File: config.mk
export PLATFORM = sky130hd
export DESIGN_NAME = zpbf_mac
export DESIGN_NICKNAME = d
export VERILOG_FILES = /design/src/design/zpbf_pkg.sv /design/src/design/zpbf_mac.sv
export SDC_FILE = /design/constraint.sdc
export NUM_CORES = 2
export LEC_CHECK = 0
export BUFFER_PORTS_ARGS = -buffer_cell sky130_fd_sc_hd__buf_2
export CORE_MARGIN = 2
export CORE_UTILIZATION = 30
export DETAILED_ROUTE_END_ITERATION = 6
export MAX_ROUTING_LAYER = met4
export PLACE_DENSITY_LB_ADDON = 0.15
export SLEW_MARGIN = 20
export SYNTH_ARGS = -nofsm -noshare
export SYNTH_HDL_FRONTEND = slang
export SYNTH_SLANG_ARGS = --single-unit
export TNS_END_PERCENT = 1
File: constraint.sdc
create_clock -name i_clk -period 11.9 [get_ports i_clk]
set_input_delay 1.785 -clock i_clk [delete_from_list [all_inputs] [get_ports i_clk]]
set_output_delay 1.785 -clock i_clk [all_outputs]
set_load 0.05 [all_outputs]
File: src/design/zpbf_pkg.sv
// Shared types, coefficients and arithmetic helpers of the zero-phase band-pass filter.
`timescale 1ns / 1ps

package zpbf_pkg;

    // Filter coefficients in Q3.28. b1 and b3 are zero and b4 equals b0.
    localparam logic signed [31:0] C_B0     = 32'sd31867896;
    localparam logic signed [31:0] C_B0_NEG = -32'sd31867896;
    localparam logic signed [31:0] C_B2     = -32'sd63735793;
    localparam logic signed [31:0] C_A1     = -32'sd848111972;
    localparam logic signed [31:0] C_A2     = 32'sd998634569;
    localparam logic signed [31:0] C_A3     = -32'sd519320834;
    localparam logic signed [31:0] C_A4     = 32'sd100647961;

    localparam logic signed [47:0] C_S48_MAX = {1'b0, {47{1'b1}}};
    localparam logic signed [47:0] C_S48_MIN = {1'b1, {47{1'b0}}};

    // Multiply-accumulate steps of one element, in issue order.
    typedef enum logic [2:0] {
        OP_LOAD_NEG = 3'd0,
        OP_LOAD_POS = 3'd1,
        OP_B0       = 3'd2,
        OP_B2       = 3'd3,
        OP_A1       = 3'd4,
        OP_A2       = 3'd5,
        OP_A3       = 3'd6,
        OP_A4       = 3'd7
    } t_op;

    typedef struct packed {
        logic load_x;
        logic mul;
        logic acc;
        t_op  op;
    } t_mac_ctrl;

    function automatic logic signed [47:0] sat48(input logic signed [49:0] v);
        logic signed [47:0] r;
        if (v > 50'(C_S48_MAX)) begin
            r = C_S48_MAX;
        end else if (v < 50'(C_S48_MIN)) begin
            r = C_S48_MIN;
        end else begin
            r = v[47:0];
        end
        return r;
    endfunction

    // Q.20 state value to a Q.8 signal, rounded and saturated to 32 bits.
    function automatic logic signed [31:0] to_signal(input logic signed [47:0] y);
        logic signed [48:0] t;
        logic signed [36:0] s;
        logic signed [31:0] r;
        t = 49'(y) + 49'sd2048;
        s = 37'(t >>> 12);
        if (s > 37'sd2147483647) begin
            r = 32'sh7fffffff;
        end else if (s < -37'sd2147483648) begin
            r = 32'sh80000000;
        end else begin
            r = s[31:0];
        end
        return r;
    endfunction

    // Q.20 value to the rounded, saturated 16-bit output sample.
    function automatic logic signed [15:0] to_out16(input logic signed [47:0] y);
        logic signed [48:0] t;
        logic signed [28:0] s;
        logic signed [15:0] r;
        t = 49'(y) + 49'sd524288;
        s = 29'(t >>> 20);
        if (s > 29'sd32767) begin
            r = 16'sh7fff;
        end else if (s < -29'sd32768) begin
            r = 16'sh8000;
        end else begin
            r = s[15:0];
        end
        return r;
    endfunction

endpackage

File: src/design/zpbf_mac.sv
// Shared multiplier and filter state update of the IIR section.
`timescale 1ns / 1ps

module zpbf_mac import zpbf_pkg::*; (
    input  logic               i_clk,
    input  logic               i_rst_n,
    input  t_mac_ctrl          i_ctrl,
    input  logic signed [31:0] i_x,
    output logic signed [31:0] o_y8,
    output logic signed [47:0] o_y20
);

    logic signed [31:0] r_x;
    logic signed [31:0] r_y8;
    logic signed [47:0] r_y20;
    logic signed [47:0] r_p0;
    logic signed [47:0] r_pb2;
    logic signed [63:0] r_prod;
    t_op                r_op;
    logic signed [47:0] r_z [4];

    logic signed [31:0] coef;
    logic signed [31:0] opnd;
    logic signed [47:0] q;
    logic signed [47:0] y20_new;

    always_comb begin
        case (i_ctrl.op)
            OP_LOAD_NEG: coef = C_B0_NEG;
            OP_LOAD_POS: coef = C_B0;
            OP_B0:       coef = C_B0;
            OP_B2:       coef = C_B2;
            OP_A1:       coef = C_A1;
            OP_A2:       coef = C_A2;
            OP_A3:       coef = C_A3;
            OP_A4:       coef = C_A4;
            default:     coef = C_B0;
        endcase
        if (i_ctrl.op == OP_A1 || i_ctrl.op == OP_A2 ||
            i_ctrl.op == OP_A3 || i_ctrl.op == OP_A4) begin
            opnd = r_y8;
        end else begin
            opnd = r_x;
        end
    end

    // Q.36 product rounded to Q.20.
    assign q       = 48'((r_prod + 64'sd32768) >>> 16);
    assign y20_new = sat48(50'(q) + 50'(r_z[0]));

    always_ff @(posedge i_clk) begin
        if (i_ctrl.load_x) begin
            r_x <= i_x;
        end
        if (i_ctrl.mul) begin
            r_prod <= 64'(coef) * 64'(opnd);
            r_op   <= i_ctrl.op;
        end
        if (i_ctrl.acc) begin
            if (r_op == OP_B0) begin
                r_p0  <= q;
                r_y20 <= y20_new;
                r_y8  <= to_signal(y20_new);
            end
            if (r_op == OP_B2) begin
                r_pb2 <= q;
            end
        end
    end

    always_ff @(posedge i_clk) begin
        if (!i_rst_n) begin
            for (int i = 0; i < 4; i++) begin
                r_z[i] <= '0;
            end
        end else if (i_ctrl.acc) begin
            case (r_op)
                OP_LOAD_NEG: begin
                    r_z[0] <= q;
                    r_z[1] <= q;
                end
                OP_LOAD_POS: begin
                    r_z[2] <= q;
                    r_z[3] <= q;
                end
                OP_A1:   r_z[0] <= sat48(50'(r_z[1]) - 50'(q));
                OP_A2:   r_z[1] <= sat48(50'(r_pb2) + 50'(r_z[2]) - 50'(q));
                OP_A3:   r_z[2] <= sat48(50'(r_z[3]) - 50'(q));
                OP_A4:   r_z[3] <= sat48(50'(r_p0) - 50'(q));
                default: ;
            endcase
        end
    end

    assign o_y8  = r_y8;
    assign o_y20 = r_y20;

endmodule

==> flow_summary_export.csv <==
group,metric,value,unit
outcome,outcome,"complete, no violations",
setup_path,end_kind,"register",
grt,grt.total_usage,23.5,%
grt,grt_pass1_vias,53600,
routing,topRoutingLayerUsed,"met4",
hold_path,holdCritPathClass,"reg -> reg",
cts,cts_tree,"yes",
floorplanning,core_area,222000,sq um
timing,worst_pin_slew,1.09,ns
finish,final_nets,8711,
routing,wl_met2,125000,um
cts,worstSkewPairLatency,0.66,ns
floorplanning,rows,173,
setup_path,crit_fanout,17,
setup_path,critPathArrivalTime,11.64,ns
hold_path,min_path_cells,2,
floorplanning,die_x,477,um
yosys,synth_edf_count,452,
yosys,synth_top_area_share,33.1,%
placed_design,globalplace.congestion,0.946,
finish,layout.cells.non_filler,10200,
grt,overflow,0,
finish,post-route-util,33.6,%
timing,skew,0.0270,ns
setup_path,max_stage_delay,0.77,ns
yosys,netlist_instances,6942,
placed_design,dp_cells,10100,
yosys,synth_area_per_cell,9.68,sq um
yosys,netlist_top_cells_count,"inv_1, fa_1, nand2_1",
yosys,yosysUniqueCellTypes,106,
cts,cts_sinks,452,
cts,clock_path_buffers,3,
cts,htree_levels,2,
timing,final-hold-violation-count,0,
setup_path,critPathKind,"in -> reg",
grt,antenna_found_initial,9,
cts,postCtsResizedCells,0,
finish,drive_gt1_share,8.70,%
yosys,synth_most_common_cell,"inv_1",
floorplanning,io_pins,120,
timing,clock.fmax,0.0888,GHz
yosys,synth_nets,8523,
yosys,postSynth.asyncResetShare,0,%
routing,drc,0,
routing,viasPerCell,5.08,
floorplanning,initial_core_util,30.2,%
routing,detailroute.via_count,51500,
cts,root_buffer,"clkbuf_16",
cts,clkSlewWorstSetupHoldPaths,0.07,ns
floorplanning,die_area,228000,sq um
routing,drtAntennaViolNets,0,
routing,wire_per_inst,25.8,um
timing,maxSlewHeadroom,26.8,%
timing,finalCriticalPeriod,11.27,ns
timing,setup_viol,0,
yosys,synthFlopType,"edfxtp_1",
routing,drt-total-wl,262000,um
yosys,ys_seq_area_share,20.2,%
grt,grt_first_pass_wirelength,381000,um
cts,cts_made_buffers,53,
setup_path,cp-start-kind,"input port",
yosys,ys_top_cells_by_area,"fa_1, edfxtp_1, ha_1",
routing,met1Wirelength,117000,um
timing,period_share,94.7,%
placed_design,dp_hpwl,218000,um
setup_path,worstRegToRegCells,28,
routing,wl_met3,12900,um
timing,rsz0062_at_grt,"false",
yosys,yosys_warnings,0,
finish,syn2layout_area_growth,11.3,%
grt,grt_max_degree,60,
cts,post_cts_buffers,0,
yosys,ys_ff_latch,452,
timing,slew_violations,0,
cts,cts_hold_buf,0,
routing,drt_iter0_drc,4153,
routing,drt-pass1-iter-count,6,
placed_design,port_buffers,119,
run,maxCapViolations,0,
setup_path,cpMaxStageDelayCell,"mux2i_1",
floorplanning,die_h,477,um
yosys,synth_top_area_cell,"fa_1",
setup_path,cp.required,12.28,ns
setup_path,crit_top_cell,"fa_1",
yosys,syn-cell-area,67200,sq um
-- state kept, by name, indices dropped and copies added, names as in the netlist --
name    cells
r_x        32
r_pb2      48
o_y8       32
r_p0       48
r_z       192
o_y20      48
r_prod     49
r_op        3
-- cell type report --
class,instances,area (sq um)
Antenna cell,6,15.0
Clock buffer,56,1340
Clock inverter,39,398
Fill cell,23100,148000
Inverter,1340,5030
Multi-Input combinational cell,4892,47800
Sequential cell,452,13600
Tap cell,2975,3720
Timing Repair Buffer,391,2860
-- kinds of logic after synthesis --
logic type / after synthesis / synth area share, %
simple gates: 1742 / 11.8
buf+inv: 1598 / 9.07
fa+ha+maj: 1571 / 41.6
compound gates: 1219 / 12.6
flops: 452 / 20.2
xor+xnor: 322 / 4.20
mux: 38 / 0.596
-- cells in the final DEF (no fill, tap or decap), types with 57 or more instances in the layout --
cell type and n:
xor2_1 124, a21o_1 175, o21ai_0 174, xnor2_1 186, nand2_1 645, ha_1 430
nand2b_1 76, nor3_1 67, nand3_1 125, nand4_1 61, a21oi_1 295, nor2_1 509
edfxtp_1 452, fa_1 1110, inv_1 1328, o221ai_1 96, buf_2 119, nor2b_1 57
buf_4 254
-- per-stage QoR --
step	hold slack, ns	setup TNS (ns)	cell area [sq um]	worst slack [ns]
detailed placement	0.773	-0.617	73000	-0.129
global placement	0.769	-0.141	73000	-0.0884
CTS	0.781	0	74800	0.561
floorplan	0.617	0	67200	0.628
finish	0.777	0	74800	0.634
global route	0.810	0	74800	0.0188
-- path summary, 6_finish.rpt --
| kind | start | end | slack (ns) |
|---|---|---|---|
| worst min-delay path | r_prod[21] | r_pb2[5] | 0.78 |
| worst max-delay path | i_ctrl[0] | r_prod[63] | 0.63 |
| worst min register to register | r_prod[21] | r_pb2[5] | 0.78 |
| worst max register to register | r_prod[15] | o_y8[8] | 2.33 |
-- metal layers --
| metal | global-route usage [%] | vias up |
|---|---|---|
| met4 | 5.72 | 0 |
| met3 | 2.32 | 253 |
| met1 | 31.5 | 26700 |
| met2 | 38.2 | 1457 |
| li1 | - | 23100 |
| met5 | - | - |
-- critical path, delay by kind of cell --
family,cells,cell delay (ns)
adder cells (fa/ha/maj),10,4.48
AO/OA/AOI/OAI,10,2.13
buffers and inverters,11,1.68
multiplexers,1,0.77
AND/OR/NAND/NOR,3,0.69
XOR/XNOR,1,0.07
Power is left out: the tool's default activity adds up to more than one toggle a clock period on the data nets, which glitch-free logic cannot reach.
